$ cat src/hw/rtl/lz4_block_compressor_assert.svh
// Assertion macros used by the compressor's datapath module.
// Each macro expects signals named clk and rst_n in the scope of use.
`ifndef LZ4_BLOCK_COMPRESSOR_ASSERT_SVH
`define LZ4_BLOCK_COMPRESSOR_ASSERT_SVH

// A condition that must hold at every clock edge outside reset.
`define LZ4C_ALWAYS(lbl, cond, msg) \
  lbl: assert property (@(posedge clk) disable iff (!rst_n) (cond)) else $error(msg);

// A condition that must hold in the cycle after the trigger.
`define LZ4C_IMPLY(lbl, ante, cons, msg) \
  lbl: assert property (@(posedge clk) disable iff (!rst_n) (ante) |=> (cons)) else $error(msg);

`endif

$ cat src/hw/rtl/lz4c_pkg.sv
package lz4c_pkg;

  localparam int BLOCK_BYTES_DEF = 2048;
  localparam int HASH_BITS_DEF   = 11;
  localparam int OUT_BYTES_DEF   = 2072;

  localparam logic [11:0] CAP_RESET  = 12'd2072;
  localparam logic [31:0] HASH_MUL   = 32'd2654435761;
  localparam logic [31:0] MAX_OFFSET = 32'h0000_FFFF;
  localparam int          MIN_MATCH  = 4;
  localparam int          RUN_MASK   = 15;
  localparam int          EXT_BYTE   = 255;

  localparam logic       MODE_LOAD  = 1'b0;
  localparam logic       MODE_FETCH = 1'b1;
  localparam logic       KIND_SUM   = 1'b0;
  localparam logic       KIND_BYTE  = 1'b1;
  localparam logic [1:0] ST_OK      = 2'd0;
  localparam logic [1:0] ST_OVER    = 2'd1;
  localparam logic [1:0] ST_EMPTY   = 2'd2;
  localparam logic [1:0] ST_FULL    = 2'd3;

  typedef enum logic [4:0] {
    OP_IDLE, OP_LOAD, OP_RESF, OP_FRD, OP_FRES, OP_START, OP_CLR,
    OP_WRD, OP_WSH, OP_MUL, OP_HRD, OP_HCHK, OP_RA, OP_RB, OP_EQ,
    OP_MSET, OP_FSET, OP_TOK, OP_LEXT, OP_LRD, OP_LPUT, OP_OFF0,
    OP_OFF1, OP_MXS, OP_MEXT, OP_ADV, OP_DONE
  } op_t;

  typedef struct packed {
    op_t op;
  } cmd_t;

  typedef struct packed {
    logic out_free;
    logic full;
    logic ip_ok;
    logic clr_done;
    logic k_last;
    logic cand;
    logic eq;
    logic m_more;
    logic m_ge4;
    logic lit_ge15;
    logic ml_ge15;
    logic left_ge255;
    logic lit_done;
    logic fin;
    logic put_over;
  } stat_t;

endpackage

$ cat src/hw/rtl/lz4c_ctrl.sv
module lz4c_ctrl (
  input  logic             clk,
  input  logic             rst_n,
  input  logic             in_valid,
  input  logic             in_mode,
  input  logic             in_last,
  output logic             in_ready,
  input  lz4c_pkg::stat_t  stat,
  output lz4c_pkg::cmd_t   cmd
);

  typedef enum logic [26:0] {
    S_IDLE = 27'b1 << 0,  S_RESF = 27'b1 << 1,  S_FRD  = 27'b1 << 2,
    S_FRES = 27'b1 << 3,  S_STRT = 27'b1 << 4,  S_CLR  = 27'b1 << 5,
    S_MAIN = 27'b1 << 6,  S_WRD  = 27'b1 << 7,  S_WSH  = 27'b1 << 8,
    S_MUL  = 27'b1 << 9,  S_HRD  = 27'b1 << 10, S_HCHK = 27'b1 << 11,
    S_RA   = 27'b1 << 12, S_RB   = 27'b1 << 13, S_EQ   = 27'b1 << 14,
    S_MSET = 27'b1 << 15, S_FSET = 27'b1 << 16, S_TOK  = 27'b1 << 17,
    S_LEXT = 27'b1 << 18, S_LRD  = 27'b1 << 19, S_LPUT = 27'b1 << 20,
    S_OFF0 = 27'b1 << 21, S_OFF1 = 27'b1 << 22, S_MXS  = 27'b1 << 23,
    S_MEXT = 27'b1 << 24, S_ADV  = 27'b1 << 25, S_DONE = 27'b1 << 26
  } state_t;

  state_t state_r, state_nxt;
  logic   take;

  assign in_ready = (state_r == S_IDLE) && stat.out_free;
  assign take     = in_ready && in_valid;

  always_comb begin
    state_nxt = state_r;
    cmd.op    = lz4c_pkg::OP_IDLE;
    case (state_r)
      S_IDLE: begin
        if (take) begin
          if (in_mode == lz4c_pkg::MODE_FETCH) begin
            cmd.op    = lz4c_pkg::OP_FRD;
            state_nxt = S_FRD;
          end else begin
            cmd.op = lz4c_pkg::OP_LOAD;
            if (in_last) state_nxt = S_STRT;
            else if (stat.full) state_nxt = S_RESF;
          end
        end
      end
      S_RESF: begin
        cmd.op    = lz4c_pkg::OP_RESF;
        state_nxt = S_IDLE;
      end
      // The output memory address is held so that its read data stays valid.
      S_FRD: begin
        cmd.op    = lz4c_pkg::OP_FRD;
        state_nxt = S_FRES;
      end
      S_FRES: begin
        cmd.op    = lz4c_pkg::OP_FRES;
        state_nxt = S_IDLE;
      end
      S_STRT: begin
        cmd.op    = lz4c_pkg::OP_START;
        state_nxt = S_CLR;
      end
      S_CLR: begin
        cmd.op = lz4c_pkg::OP_CLR;
        if (stat.clr_done) state_nxt = S_MAIN;
      end
      S_MAIN: state_nxt = stat.ip_ok ? S_WRD : S_FSET;
      S_WRD: begin
        cmd.op = lz4c_pkg::OP_WRD;
        if (stat.k_last) state_nxt = S_WSH;
      end
      S_WSH: begin
        cmd.op    = lz4c_pkg::OP_WSH;
        state_nxt = S_MUL;
      end
      S_MUL: begin
        cmd.op    = lz4c_pkg::OP_MUL;
        state_nxt = S_HRD;
      end
      S_HRD: begin
        cmd.op    = lz4c_pkg::OP_HRD;
        state_nxt = S_HCHK;
      end
      S_HCHK: begin
        cmd.op    = lz4c_pkg::OP_HCHK;
        state_nxt = stat.cand ? S_RA : S_MAIN;
      end
      S_RA: begin
        cmd.op    = lz4c_pkg::OP_RA;
        state_nxt = S_RB;
      end
      S_RB: begin
        cmd.op    = lz4c_pkg::OP_RB;
        state_nxt = S_EQ;
      end
      S_EQ: begin
        cmd.op = lz4c_pkg::OP_EQ;
        if (stat.eq) state_nxt = stat.m_more ? S_RA : S_MSET;
        else state_nxt = stat.m_ge4 ? S_MSET : S_MAIN;
      end
      S_MSET: begin
        cmd.op    = lz4c_pkg::OP_MSET;
        state_nxt = S_TOK;
      end
      S_FSET: begin
        cmd.op    = lz4c_pkg::OP_FSET;
        state_nxt = S_TOK;
      end
      S_TOK: begin
        cmd.op = lz4c_pkg::OP_TOK;
        if (stat.put_over) state_nxt = S_DONE;
        else state_nxt = stat.lit_ge15 ? S_LEXT : S_LRD;
      end
      S_LEXT: begin
        cmd.op = lz4c_pkg::OP_LEXT;
        if (stat.put_over) state_nxt = S_DONE;
        else if (!stat.left_ge255) state_nxt = S_LRD;
      end
      S_LRD: begin
        if (stat.lit_done) begin
          state_nxt = stat.fin ? S_DONE : S_OFF0;
        end else begin
          cmd.op    = lz4c_pkg::OP_LRD;
          state_nxt = S_LPUT;
        end
      end
      S_LPUT: begin
        cmd.op    = lz4c_pkg::OP_LPUT;
        state_nxt = stat.put_over ? S_DONE : S_LRD;
      end
      S_OFF0: begin
        cmd.op    = lz4c_pkg::OP_OFF0;
        state_nxt = stat.put_over ? S_DONE : S_OFF1;
      end
      S_OFF1: begin
        cmd.op    = lz4c_pkg::OP_OFF1;
        state_nxt = stat.put_over ? S_DONE : S_MXS;
      end
      S_MXS: begin
        cmd.op    = lz4c_pkg::OP_MXS;
        state_nxt = stat.ml_ge15 ? S_MEXT : S_ADV;
      end
      S_MEXT: begin
        cmd.op = lz4c_pkg::OP_MEXT;
        if (stat.put_over) state_nxt = S_DONE;
        else if (!stat.left_ge255) state_nxt = S_ADV;
      end
      S_ADV: begin
        cmd.op    = lz4c_pkg::OP_ADV;
        state_nxt = S_MAIN;
      end
      S_DONE: begin
        cmd.op    = lz4c_pkg::OP_DONE;
        state_nxt = S_IDLE;
      end
      default: state_nxt = S_IDLE;
    endcase
  end

  always_ff @(posedge clk) begin
    if (!rst_n) state_r <= S_IDLE;
    else state_r <= state_nxt;
  end

endmodule

$ cat config.mk
export PLATFORM = sky130hd
export DESIGN_NAME = lz4c_ctrl
export DESIGN_NICKNAME = d
export VERILOG_FILES = /design/src/hw/rtl/lz4_block_compressor_assert.svh /design/src/hw/rtl/lz4c_pkg.sv /design/src/hw/rtl/lz4c_ctrl.sv
export SDC_FILE = /design/constraint.sdc
export NUM_CORES = 1
export LEC_CHECK = 0
export ABC_CLOCK_PERIOD_IN_PS = 2650
export BUFFER_PORTS_ARGS = -buffer_cell sky130_fd_sc_hd__buf_2
export CAP_MARGIN = 20
export CORE_MARGIN = 2
export CORE_UTILIZATION = 30
export CTS_CLUSTER_SIZE = 10
export DETAILED_ROUTE_END_ITERATION = 10
export GPL_TIMING_DRIVEN = 0
export PLACE_DENSITY = 0.59
export SLEW_MARGIN = 20
export SYNTH_ARGS = -nofsm -noshare
export SYNTH_HDL_FRONTEND = slang
export SYNTH_SLANG_ARGS = --single-unit
$ cat constraint.sdc
create_clock -name clk -period 2.65 [get_ports clk]
set_clock_uncertainty 0.15 [all_clocks]
set_input_delay 0.53 -clock clk [delete_from_list [all_inputs] [get_ports clk]]
set_output_delay 0.53 -clock clk [all_outputs]
set_load 0.01 [all_outputs]
==> impl_metrics.toml, run 1 <==
[run_status]
outcome = "complete, but fails checks"
violations = "setup timing"

[worst_setup_path]
arrival_ps = 2600
start_kind = "register"
cp.required_ps = 1970
crit_type = "reg2out"
crit_path_end_kind = "output port"
crit_fanout = 4

[clock_network]
cts_tree = "yes"
cts_made_buffers = 3
cts_sinks = 27
clk_latency_ps = 280
postCtsHoldBufs = 0
ctsRootBufferMaster = "clkbuf_8"
max-clock-path-buffers = 2
cts.clk_slew.worst_paths_ps = 90
cts_max_level = 1

[placed_design]
dpl_cell_area_um2 = 2050
port-buffer-count = 24
place.gp.congestion = 0.907
dpl.hpwl_um = 4190

[sta]
fin_crit_sh_pct = 124
fin_hold_ws_ps = 260
setup_violations = 6
finalHoldViolCount = 0
worstMarginPinSlew_ps = 675
rsz0062_at_grt = "yes"
finalWorstSetupSlack_ps = -634
max_slew_margin_pct = 55.0
clock.fmax_mhz = 305
fin_crit_ps = 3280
slew_viol_final = 0

[synth]
ys_seq_area_share_pct = 30.3
syn-cell-area_um2 = 1780
synth_edf_count = 0
synth_fp_nets = 249
ys_warn_count = 0
ys.flop_type = "dfxtp_1"
synthCells = 229
synth-seq-cells = 27
async_reset_ff_share_pct = 0
synth.distinct_cells = 54
avgSynthCellArea_um2 = 7.78

[layout]
drive_above_1_share_pct = 41.8
reg_top3 = "state_r: 27 flops"
final_nets = 318
fill_cells = 590
diodes = 0
largest_reg_flops = 27
top_register = "state_r"
area_growth_pct = 48.8
postLayoutCellArea_um2 = 2650

[job]
maxCapViolations = 0

[grt]
grt_use_total_pct = 20.0
grt_pass1_wl_um = 10000
gr-total-overflow = 0
antenna_found_initial = 0
grt_max_degree = 15
grt_pass1_vias = 2046

[route]
final_antenna_net_count = 0
vias = 2153
drt_wl_total_um = 6360
viasPerCell = 5.79
drt_iter0_markers = 247
detail_route.wl_per_cell_um = 17.1
drc = 0
firstDrtPassIters = 5

[floorplanning]
initial_core_util_pct = 30.6
dieArea_um2 = 6570
core.rowCount = 28
die_x_um = 81.1
core_um2 = 5820
io-pin-count = 26
dieHeight_um = 81.1

[hold_path]
hold_class = "in2reg"

[power]
p_leak_nw = 1.07
peakVddDrop_v = 0.000286
p_per_area_nw_per_um2 = 496
metrics by stage:
| stage | power [mW] | util (%) | cells | setup WS [ps] | TNS, ps |
|---|---|---|---|---|---|
| 2_1_floorplan | 0.750 | - | 229 | -128 | -162 |
| 3_3_place_gp | 0.870 | 35.2 | 328 | -623 | -4660 |
| 3_5_place_dp | 0.871 | 35.2 | 328 | -580 | -4060 |
| 4_1_cts | 1.24 | 42.2 | 357 | -649 | -2110 |
| 5_1_grt | 1.39 | 45.6 | 372 | -694 | -2760 |
| 6_report | 1.32 | 45.6 | 372 | -634 | -2240 |
kinds of logic after synthesis:
group	after synthesis	synth area share [%]
buf+inv	17	3.93
mux	1	0.562
flops	27	30.3
simple gates	139	46.8
xor+xnor	8	3.93
compound gates	37	14.5
layer usage:
metal  GRT usage [%]  wire length (um)  part of all wire, %  up-vias
met5               0                 0                    0        -
met4            8.98               300                  4.7        0
met3            3.44               524                  8.2       38
met2            34.9              3160                   50      111
met1            23.8              2380                   37      997
li1                -                 -                    -     1007
timing repair:
action                     in CTS  in global routing
pin swaps                      20                 22
gates resized for setup        49                 22
setup buffers                  26                 17
setup endpoints to repair      16                  8
Yosys cell counts (4+ instances only):
master | count | area, um^2
nor4_2 | 6 | 75.1
nor4b_1 | 4 | 35.0
or3_1 | 10 | 62.6
xor2_1 | 4 | 35.0
nor2_1 | 28 | 105
nand4_1 | 6 | 37.5
nor4_1 | 7 | 43.8
o21ai_0 | 10 | 50.1
nand3_1 | 7 | 35.0
dfxtp_1 | 27 | 541
or4_1 | 6 | 45.0
xnor2_1 | 4 | 35.0
inv_1 | 9 | 33.8
nand2_1 | 21 | 78.8
buf_2 | 5 | 25.0
nor3_1 | 17 | 85.1
report_power, final:
group | internal [mW] | switching (mW)
combinational | 0.296 | 0.324
sequential | 0.421 | 0.0301
clock | 0.108 | 0.137
critical path, stage by stage, from the launching register on:
cell	delay (ps)
dfxtp_4	370
nor4_4	380
nand2_1	130
or4_4	540
or4b_4	570
o31ai_4	80
or4_4	170
buf_6	90
area by class of cell:
class | count | area (um^2) | area share (%)
tap | 75 | 93.8 | 3.54
buffer | 5 | 42.5 | 1.60
inverter | 9 | 33.8 | 1.27
timing repair buffer | 67 | 485 | 18.3
clock buffer | 4 | 45.0 | 1.70
sequential | 27 | 584 | 22.0
multi-input combinational | 185 | 1370 | 51.5
cell usage in the layout (no fill, tap or decap), types with 4 or more instances in the layout:
cell	n
buf_4	36
nor2_1	26
buf_2	23
nand2_1	21
nor3_1	14
dfxtp_2	14
buf_6	11
o21ai_0	9
or3_1	9
inv_1	9
nor4_4	7
dfxtp_4	7
nand4_1	6
nand3_1	6
nor4_1	6
dfxtp_1	6
xor2_1	4
nor3_4	4
xnor2_1	4
or4_4	4
or4_1	4
path summary, 6_finish.rpt:
kind | startpoint | end | slack [ps] | cells after the start
min reg2reg | state_r[5] | state_r[7] | 350 | 1
max | state_r[17] | cmd[0] | -630 | 7
min | stat[1] | state_r[21] | 260 | 2
max reg2reg | state_r[17] | state_r[2] | 100 | 10
(Power assumes the default switching activity.)
==> run 2, diff against run 1 <==
Settings changed: CORE_UTILIZATION 30 to 51, PLACE_DENSITY 0.59 to 0.85.
==> run 2 against run 1 <==
Net effect: the flow still finishes with violations (setup timing); die area shrank 39%; design area shrank 11%; first-iteration DRC count grew 32%; clock power shrank 24%; combinational power shrank 12%; sequential share of layout area grew 2.4 points; worst setup slack lost 95 ps; critical path type unchanged; critical endpoint unchanged; highest routed layer unchanged.
==> impl_metrics.toml, run 2 (synthesis results as in run 1) <==
[run_status]
outcome = "complete, but fails checks"
violations = "setup timing"

[power]
finalPower_mw = 1.19
p_leak_nw = 0.941
p_per_area_nw_per_um2 = 503
peakVddDrop_v = 0.000325

[clock_network]
cts.clk_slew.worst_paths_ps = 160
cts_max_level = 1
cts_made_buffers = 3
max-clock-path-buffers = 2
cts_sinks = 27
ctsRootBufferMaster = "clkbuf_4"
clk_latency_ps = 340
cts_tree = "yes"

[sta]
slew_viol_final = 0
fin_crit_sh_pct = 128
setup_violations = 6
clock.fmax_mhz = 296
rsz0062_at_grt = "yes"
fin_hold_ws_ps = 197
max_slew_margin_pct = 65.0
fin_crit_ps = 3380
finalHoldViolCount = 0
worstMarginPinSlew_ps = 525
finalWorstSetupSlack_ps = -729

[placed_design]
dpl.hpwl_um = 3840
place.gp.congestion = 0.949
port-buffer-count = 24
place_inst = 299
post-place-ws_ps = -578

[route]
drt_iter0_markers = 326
final_antenna_net_count = 0
firstDrtPassIters = 5
detail_route.wl_per_cell_um = 18.2
viasPerCell = 6.57
drt_wl_total_um = 5830
drc = 0
vias = 2108

[grt]
grt_use_total_pct = 29.1
grt_pass1_vias = 1915
grt_pass1_wl_um = 9200
grt_max_degree = 15
antenna_found_initial = 0
gr-total-overflow = 0

[hold_path]
hold_class = "in2reg"

[layout]
largest_reg_flops = 27
seqCellArea_um2 = 577
final_core_util_pct = 70.8
final_nets = 296
top_register = "state_r"
diodes = 0
final_cell_mix = "nor2_1, buf_2, nand2_1"
drive_above_1_share_pct = 37.8
reg_top3 = "state_r: 27 flops"
multi_input_area_um2 = 1330
stdcell_count = 321
area_growth_pct = 32.6
fill_cells = 272
final_common_cell = "nor2_1"

[floorplanning]
die_x_um = 63.1
initial_core_util_pct = 53.4
dieArea_um2 = 3980
core.rowCount = 21
core_um2 = 3340
io-pin-count = 26
dieHeight_um = 63.1

[worst_setup_path]
start_kind = "register"
cp.required_ps = 1970
crit_type = "reg2out"
arrival_ps = 2700
crit_path_end_kind = "output port"
crit_fanout = 6

[job]
maxCapViolations = 0
==> run 2: cell count changes in the layout (fill, tap and decap cells not counted), sizes merged <==
cell  delta
buf     -22
==> run 2: final cells by class <==
| type | count | share of cell area [%] |
|---|---|---|
| Tap cell | 46 | 2.44 |
| Clock buffer | 4 | 1.11 |
| Sequential cell | 27 | 24.4 |
| Timing Repair Buffer | 44 | 12.0 |
| Multi-Input combinational cell | 185 | 56.5 |
| Inverter | 9 | 1.43 |
| Buffer | 6 | 2.12 |
==> run 2: final timing paths <==
check / cells past startpoint / slack [ps] / startpoint / end
worst max register to register: 8 / 100 / state_r[8] / state_r[25]
worst min register to register: 1 / 370 / state_r[13] / state_r[13]
worst min-delay path: 2 / 200 / stat[12] / state_r[16]
worst max-delay path: 6 / -730 / state_r[9] / cmd[0]
==> run 2: repair_timing <==
action	in CTS	in global routing
hold buffers	0	0
resized for setup	33	23
endpoints found under the hold margin	0	0
setup buffers	13	8
endpoints found under the setup margin	13	9
pin swaps	16	15
==> run 2: power breakdown <==
part / leakage [nW] / internal, mW / total, mW / switching, mW
logic: 0.697 / 0.245 / 0.546 / 0.301
clock network: 0.0150 / 0.0591 / 0.186 / 0.127
registers: 0.229 / 0.426 / 0.455 / 0.0290
==> run 2: per-layer routing <==
layer	wire, um	GRT usage (%)
met2	2720	45.9
met4	223	13.3
met5	0	0
met3	645	4.82
met1	2250	38.9
==> run 2: stage by stage <==
stage / instance area, um^2 / setup TNS (ps)
finish: 2360 / -2920
global route: 2360 / -3550
CTS: 2230 / -2470
detailed placement: 2010 / -2520
global placement: 2010 / -2100
floorplan: 1830 / -162
==> run 2: critical path, cell delays in order (launching register included) <==
cell	delay (ps)
dfxtp_2	400
or4_4	570
or4_4	510
or4b_4	540
o31ai_4	80
or4_4	170
buf_6	90
